## src/design/adts_pkg.sv

```systemverilog
// Package with the shared types, constants and the header unpack function of the ADTS delimiter.
package adts_pkg;

    // Bytes from the first sync byte to the end of the fixed-size header area.
    localparam int HEADER_BYTES = 7;
    // Width of the running byte position within one buffer.
    localparam int OFFSET_BITS = 24;
    // Width of the header byte counter.
    localparam int HDR_CNT_W = 4;

    // Byte values used for sync detection.
    localparam logic [7:0] SYNC_BYTE   = 8'hff;
    localparam logic [3:0] SYNC_NIBBLE = 4'hf;

    // Result status codes.
    localparam logic [1:0] STATUS_COMPLETE = 2'd0;
    localparam logic [1:0] STATUS_PARTIAL  = 2'd1;
    localparam logic [1:0] STATUS_NO_SYNC  = 2'd2;

    // Parser phase.
    typedef enum logic [1:0] {
        PH_HUNT,
        PH_HEADER,
        PH_PAYLOAD
    } phase_t;

    // One input request.
    typedef struct packed {
        logic [7:0] data_byte;
        logic       end_of_buffer;
    } adts_in_t;

    // One result request.
    typedef struct packed {
        logic [1:0]  status;
        logic [23:0] frame_offset;
        logic [15:0] payload_size;
        logic        mpeg_id;
        logic [1:0]  layer_bits;
        logic        crc_absent;
        logic [1:0]  profile_bits;
        logic [3:0]  rate_index;
        logic        private_flag;
        logic [2:0]  channel_setup;
        logic        original_flag;
        logic        home_flag;
    } adts_out_t;

    // Build a result from the captured header bytes (byte 1 in the top eight bits).
    function automatic adts_out_t make_result(
        input logic [1:0]             status,
        input logic [OFFSET_BITS-1:0] offset,
        input logic [15:0]            size,
        input logic [23:0]            capture
    );
        adts_out_t r;
        r.status        = status;
        r.frame_offset  = 24'(offset);
        r.payload_size  = size;
        r.mpeg_id       = capture[19];
        r.layer_bits    = capture[18:17];
        r.crc_absent    = capture[16];
        r.profile_bits  = capture[15:14];
        r.rate_index    = capture[13:10];
        r.private_flag  = capture[9];
        r.channel_setup = {capture[8], capture[7:6]};
        r.original_flag = capture[5];
        r.home_flag     = capture[4];
        return r;
    endfunction

endpackage

```

## src/design/adts_frame_delimiter.sv

```systemverilog
// Top level of the ADTS frame delimiter: input register, per-byte parser and result register.
//
// The block takes one stream byte per cycle and returns at most one result per byte: a
// finished frame (offset of its first sync byte, payload size, fixed header fields) when the
// next sync turns up in the payload, and at the last byte of a buffer either the open frame
// or a no-sync report. A new byte can be accepted every cycle; the byte behind a result passes the
// input register, and the parser then loads the result into the result register for the m_ side.
// The rate is set by the single parser state update done for each byte between the input register
// and the result register, and it holds as long as results are taken. All state returns to its
// reset values after the last byte of each buffer, so buffers are parsed independently.
module adts_frame_delimiter (
    input  logic              aclk,
    input  logic              aresetn,
    input  logic              s_valid,
    output logic              s_ready,
    input  adts_pkg::adts_in_t  s_data,
    output logic              m_valid,
    input  logic              m_ready,
    output adts_pkg::adts_out_t m_data
);

    localparam int OW = adts_pkg::OFFSET_BITS;
    localparam int CW = adts_pkg::HDR_CNT_W;

    // Input stage.
    logic                in_valid_reg;
    adts_pkg::adts_in_t  in_reg;

    // Parser state.
    adts_pkg::phase_t    phase_reg, phase_step, phase_next;
    logic [7:0]          prev_byte_reg, prev_byte_next;
    logic                prev_in_payload_reg, prev_in_payload_step, prev_in_payload_next;
    logic [OW-1:0]       byte_pos_reg, byte_pos_next;
    logic [OW-1:0]       start_offset_reg, start_offset_step, start_offset_next;
    logic [CW-1:0]       header_count_reg, header_count_step, header_count_next;
    logic [23:0]         capture_reg, capture_step, capture_next;
    logic [15:0]         payload_count_reg, payload_count_step, payload_count_next;

    // Result stage.
    logic                m_valid_reg;
    adts_pkg::adts_out_t m_data_reg, result;

    logic                advance;
    logic                sync;
    logic                frame_close;
    logic                frame_begin;
    logic                last;
    logic [CW-1:0]       header_count_inc;
    logic                header_done;
    logic                has_result;
    logic [15:0]         partial_size;

    // The parser moves when a byte is held and the result slot is free or being emptied.
    assign advance = in_valid_reg && (!m_valid_reg || m_ready);
    assign s_ready = !in_valid_reg || advance;
    assign m_valid = m_valid_reg;
    assign m_data  = m_data_reg;

    // Sync and frame boundary detection on the held byte.
    assign last             = in_reg.end_of_buffer;
    assign sync             = (prev_byte_reg == adts_pkg::SYNC_BYTE) &&
                              (in_reg.data_byte[7:4] == adts_pkg::SYNC_NIBBLE);
    assign frame_close      = (phase_reg == adts_pkg::PH_PAYLOAD) && prev_in_payload_reg && sync;
    assign frame_begin      = ((phase_reg == adts_pkg::PH_HUNT) && sync) || frame_close;
    assign header_count_inc = header_count_reg + CW'(1);
    assign header_done      = ({1'b0, header_count_inc} + (CW+1)'(1)) >=
                              (CW+1)'(adts_pkg::HEADER_BYTES);
    assign has_result       = frame_close || last;

    // Next phase: the step for this byte, then the buffer-end clear.
    always_comb begin
        phase_step = phase_reg;
        unique case (phase_reg)
            adts_pkg::PH_HUNT: begin
                if (sync) begin
                    phase_step = adts_pkg::PH_HEADER;
                end
            end
            adts_pkg::PH_HEADER: begin
                if (header_done) begin
                    phase_step = adts_pkg::PH_PAYLOAD;
                end
            end
            adts_pkg::PH_PAYLOAD: begin
                if (frame_close) begin
                    phase_step = adts_pkg::PH_HEADER;
                end
            end
            default: begin
                phase_step = adts_pkg::PH_HUNT;
            end
        endcase
        phase_next = last ? adts_pkg::PH_HUNT : phase_step;
    end

    // Counters, header capture and the result for this byte.
    always_comb begin
        start_offset_step    = start_offset_reg;
        capture_step         = capture_reg;
        header_count_step    = header_count_reg;
        payload_count_step   = payload_count_reg;
        prev_in_payload_step = prev_in_payload_reg;

        if (frame_begin) begin
            start_offset_step    = byte_pos_reg - OW'(1);
            capture_step         = {in_reg.data_byte, 16'd0};
            header_count_step    = CW'(1);
            payload_count_step   = 16'd0;
            prev_in_payload_step = 1'b0;
        end else if (phase_reg == adts_pkg::PH_HEADER) begin
            header_count_step = header_count_inc;
            if (header_count_inc == CW'(2)) begin
                capture_step[15:8] = in_reg.data_byte;
            end else if (header_count_inc == CW'(3)) begin
                capture_step[7:0] = in_reg.data_byte;
            end
        end else if (phase_reg == adts_pkg::PH_PAYLOAD) begin
            if (prev_in_payload_reg && (payload_count_reg != 16'hffff)) begin
                payload_count_step = payload_count_reg + 16'd1;
            end
            prev_in_payload_step = 1'b1;
        end

        // An open frame at buffer end also counts the last payload byte.
        partial_size = payload_count_step;
        if (prev_in_payload_step && (payload_count_step != 16'hffff)) begin
            partial_size = payload_count_step + 16'd1;
        end

        if (frame_close) begin
            result = adts_pkg::make_result(adts_pkg::STATUS_COMPLETE, start_offset_reg,
                                           payload_count_reg, capture_reg);
        end else if (phase_step == adts_pkg::PH_HUNT) begin
            result = adts_pkg::make_result(adts_pkg::STATUS_NO_SYNC, OW'(0), 16'd0, 24'd0);
        end else begin
            result = adts_pkg::make_result(adts_pkg::STATUS_PARTIAL, start_offset_step,
                                           partial_size, capture_step);
        end

        // The last byte of a buffer returns everything to the reset values.
        if (last) begin
            prev_byte_next       = 8'd0;
            byte_pos_next        = '0;
            start_offset_next    = '0;
            capture_next         = 24'd0;
            header_count_next    = '0;
            payload_count_next   = 16'd0;
            prev_in_payload_next = 1'b0;
        end else begin
            prev_byte_next       = in_reg.data_byte;
            byte_pos_next        = byte_pos_reg + OW'(1);
            start_offset_next    = start_offset_step;
            capture_next         = capture_step;
            header_count_next    = header_count_step;
            payload_count_next   = payload_count_step;
            prev_in_payload_next = prev_in_payload_step;
        end
    end

    // Input register.
    always_ff @(posedge aclk) begin
        if (!aresetn) begin
            in_valid_reg <= 1'b0;
        end else if (s_ready) begin
            in_valid_reg <= s_valid;
        end
        if (s_valid && s_ready) begin
            in_reg <= s_data;
        end
    end

    // Parser state registers.
    always_ff @(posedge aclk) begin
        if (!aresetn) begin
            phase_reg           <= adts_pkg::PH_HUNT;
            prev_byte_reg       <= 8'd0;
            prev_in_payload_reg <= 1'b0;
            byte_pos_reg        <= '0;
            start_offset_reg    <= '0;
            header_count_reg    <= '0;
            capture_reg         <= 24'd0;
            payload_count_reg   <= 16'd0;
        end else if (advance) begin
            phase_reg           <= phase_next;
            prev_byte_reg       <= prev_byte_next;
            prev_in_payload_reg <= prev_in_payload_next;
            byte_pos_reg        <= byte_pos_next;
            start_offset_reg    <= start_offset_next;
            header_count_reg    <= header_count_next;
            capture_reg         <= capture_next;
            payload_count_reg   <= payload_count_next;
        end
    end

    // Result register.
    always_ff @(posedge aclk) begin
        if (!aresetn) begin
            m_valid_reg <= 1'b0;
        end else if (advance && has_result) begin
            m_valid_reg <= 1'b1;
        end else if (m_ready) begin
            m_valid_reg <= 1'b0;
        end
        if (advance && has_result) begin
            m_data_reg <= result;
        end
    end

    // The header counter stays inside the header area while the header is skipped.
    assert property (@(posedge aclk) disable iff (!aresetn)
        (phase_reg == adts_pkg::PH_HEADER) |->
            ((header_count_reg != '0) &&
             (({1'b0, header_count_reg} + (CW+1)'(1)) < (CW+1)'(adts_pkg::HEADER_BYTES))))
        else $error("header counter out of range during header");

    // No payload is counted while hunting for a sync.
    assert property (@(posedge aclk) disable iff (!aresetn)
        (phase_reg == adts_pkg::PH_HUNT) |->
            ((payload_count_reg == 16'd0) && !prev_in_payload_reg))
        else $error("payload state not clear while hunting");

    // The last byte of a buffer always clears the parser.
    assert property (@(posedge aclk) disable iff (!aresetn)
        (advance && last) |=>
            ((phase_reg == adts_pkg::PH_HUNT) && (byte_pos_reg == '0) && !prev_in_payload_reg))
        else $error("parser not cleared after buffer end");

    // A waiting result is never overwritten by the parser.
    assert property (@(posedge aclk) disable iff (!aresetn)
        (m_valid_reg && !m_ready) |-> !advance)
        else $error("parser advanced over a stalled result");

    // A produced result is presented in the next cycle.
    assert property (@(posedge aclk) disable iff (!aresetn)
        (advance && has_result) |=> m_valid_reg)
        else $error("result lost");

endmodule

```

## config.mk

```make
export PLATFORM = sky130hd
export DESIGN_NAME = adts_frame_delimiter
export DESIGN_NICKNAME = d
export VERILOG_FILES = /design/src/design/adts_pkg.sv /design/src/design/adts_frame_delimiter.sv
export SDC_FILE = /design/constraint.sdc
export NUM_CORES = 1
export LEC_CHECK = 0
export BUFFER_PORTS_ARGS = -buffer_cell sky130_fd_sc_hd__clkbuf_2
export CAP_MARGIN = 0
export CORE_ASPECT_RATIO = 0.5
export CORE_MARGIN = 2
export CORE_UTILIZATION = 52
export DETAILED_ROUTE_END_ITERATION = 6
export PLACE_DENSITY = 0.82
export SLEW_MARGIN = 30
export SYNTH_ARGS = -nofsm -noshare
export SYNTH_HDL_FRONTEND = slang
export SYNTH_SLANG_ARGS = --single-unit
export TNS_END_PERCENT = 50
```

## constraint.sdc

```tcl
create_clock -name aclk -period 8.36 [get_ports aclk]
set_input_delay 2.09 -clock aclk [delete_from_list [all_inputs] [get_ports aclk]]
set_output_delay 2.09 -clock aclk [all_outputs]
set_load 0.05 [all_outputs]
```

==> metrics.txt <==
outcome complete, no violations; clock skew slightly below 0.01 ns; Slew @ Worst Pin between 0.9 and 1 ns; max-capacitance violation count 0; Pwr Density ~180 mW/mm²; DR vias roughly 7,000; largest net degree at the start of global routing 77; RSZ-0062 raised after global routing false; Rows 32; Port Buf Inserts 72; slowest stage delay, CP 0.25 ns; worst-skew pair later-pin latency 0.43 ns; Startpoint Class input pin; CP dominant cell by count clkbuf_2; final WL about 20,000 µm; FF-to-FF setup slack between 4 and 5 ns; Core Area 0.0156 mm²; min Tclk post-route 4.87 ns; CTS hold repair buffers 0; Worst Hold Depth 2; Rel. slew slack between 30 and 40%; Synth Instances 905; synth top area cells edfxtp_1 (24%), dfxtp_1 (23%), nand2_1 (4.7%); ys flop type dfxtp_1; sequential share of power 48.9%; flip-flop and latch count after synthesis around 160; Clock power frac a little under half; fin crit share 58.3%; worst-path cell chain clkbuf_2, nor2b_1, nand2_1, clkbuf_2; initial antenna violation count 0; max reg flops 58; leading area contributor after synthesis edfxtp_1; Nets ~960; final setup fails 0; FILL cells approximately 1,300; final non-filler cell total approximately 1,200; VDD IR-drop max between 0.15 and 0.2 mV; CTS sink count approximately 160; top-count cell post-synth nand2_1; Tot GR Track Use between 20% and 30%; Num CTS Buffers 17; Comb power frac approximately 3.5%; ANT nets after route 0; wire per inst approximately 18 µm; Pleak around 3.4 nW; Mapped Avg Cell Area between 9 and 10 µm²; CTS Buffer Depth 2; first-pass GRT wire length between 30,000 and 40,000 µm; sequential element share of the synthesized area between 40% and 50%; Synth Warn # 0; WS Path Type in -> out; Die W 183 µm; crit path from m_ready; Switch Pwr approximately 0.00041 W; vias in the first global route between 6,000 and 7,000; routability cong. about 0.95; most instantiated cells after synthesis nand2_1 (105), dfxtp_1 (97), nor2_1 (74); Slew Limit Fails 0; Initial Util a little over half; Critical Path RT approximately 6.3 ns; area grow syn2layout 11.7%; share of layout cells above drive strength 1 ~14%; dpl hpwl 13,000 µm; worst r2r dst m_data[29]; drt initial violations ~840; IO Count 73; Post-synth ARST share 0%; via-per-instance ratio ~6.0; Worst-path clk slew 0.07 ns; area share of the largest cell type after synthesis 24.0%; postcts setup bufs 0; Die Area 0.0172 mm²; fmax 205 MHz; R2R Path Start payload_count_reg[0]; design area 0.00935 mm²; clock root buffer clkbuf_16; internal power between 0.001 and 0.0015 W; Ant. Diodes 0; CTS tree yes; worst r2r path cells 13; Syn Nets about 930; synthesized area approximately 0.0084 mm²; Critical Path AT roughly 2.8 ns; total gr overflow 0; dpl cells 1,125; H-tree levels 4; Crit. End Element output pin; hold endpoint prev_byte_reg[0]; switch share approximately a quarter; CP Max Fanout 5; Die H ~94 µm; placed cell areas 0.00873 mm²; Hold Crit Class reg -> reg; Min-Delay Startpoint prev_byte_reg[0]; Post-synth EDFFs 67; DRC Markers 0; post-cts sizing count 0; setup_tns 0 ns; slowest library cell on the worst path nor2b_1; distinct cell type count after synthesis 67; drt first pass iters 5; Fin. Hold Viols 0
==> power groups by stage <==
stage / registers (W) / logic, W / clock network (W)
6_report: 0.000843 / 0.0000611 / 0.000819
5_1_grt: 0.000844 / 0.0000654 / 0.000858
4_1_cts: 0.000843 / 0.0000603 / 0.000823
3_5_place_dp: 0.000861 / 0.0000600 / 0
3_3_place_gp: 0.000861 / 0.0000592 / 0
2_1_floorplan: 0.000866 / 0.0000370 / 0
==> stage by stage <==
stage | util [%] | total power (W) | worst slack (ns) | hold slack [ns]
2_1_floorplan | - | 0.000903 | 2.66 | 0.441
3_3_place_gp | 56.0 | 0.000920 | 3.54 | 0.455
3_5_place_dp | 56.0 | 0.000921 | 3.49 | 0.460
4_1_cts | 60.0 | 0.00173 | 3.49 | 0.469
5_1_grt | 60.1 | 0.00177 | 3.41 | 0.492
6_report | 60.1 | 0.00172 | 3.49 | 0.468
==> worst max-delay path by stage <==
stage | end | slack [ns]
2_1_floorplan | m_data[0] | 2.66
3_3_place_gp | s_ready | 3.54
3_5_place_dp | s_ready | 3.49
4_1_cts | s_ready | 3.49
5_1_grt | s_ready | 3.41
6_report | s_ready | 3.49
==> per-layer routing <==
metal	wire length (µm)	GRT usage [%]	up-vias	share of wire, %
met5	0	0	-	0
met2	9560	39.7	248	47
met3	1180	4.53	31	5.8
li1	-	-	3308	-
met1	9340	33.2	3412	46
met4	303	8.07	0	1.5
==> cells by family after synthesis <==
| family | Yosys count | synth area share, % |
|---|---|---|
| adders and majority gates | 10 | 1.49 |
| muxes | 7 | 0.852 |
| and+or+nand+nor | 385 | 24.1 |
| AOI/OAI and AO/OA | 208 | 16.1 |
| DFF | 164 | 47.2 |
| xor gates and xnor gates | 56 | 5.86 |
| buffers and inverters | 75 | 4.39 |
==> worst max-delay path, delay by kind of cell <==
| kind | cells | cell delay (ns) |
|---|---|---|
| buffers and inverters | 2 | 0.33 |
| AND/OR/NAND/NOR | 2 | 0.36 |
==> layout make-up <==
cell class | count | area [µm²] | area share (%)
flip-flops and latches | 164 | 3950 | 42.3
repair buffers | 78 | 405 | 4.33
clock buffers | 17 | 425 | 4.55
clock inverters | 15 | 193 | 2.06
inverters | 13 | 48.8 | 0.522
multi-input cells | 666 | 4070 | 43.5
well taps | 204 | 255 | 2.73
==> cell usage in the layout, fill, tap and decap left out, types with 5 or more instances in the layout <==
master,synthesis,final
a2bb2oi_1,7,7
mux2i_1,6,6
o211ai_1,5,5
o21ai_0,63,63
a21oi_1,38,38
nand3_1,20,20
a22oi_1,33,33
nand4_1,18,18
nor2_1,74,73
nor2b_1,59,59
edfxtp_1,67,67
a21boi_0,11,11
or3_1,11,11
and3_1,11,11
clkbuf_16,0,17
clkbuf_2,1,72
and2_1,9,9
a22o_1,22,22
xor2_1,31,31
dfxtp_1,97,97
nand2b_1,8,8
inv_1,13,13
nand3b_1,9,9
buf_4,5,6
nor3_1,23,23
inv_6,0,6
ha_1,10,10
xnor2_1,25,25
o21ai_1,6,6
nand2_1,105,105
nor4_1,11,10
Power figures use the tool's default switching activity.
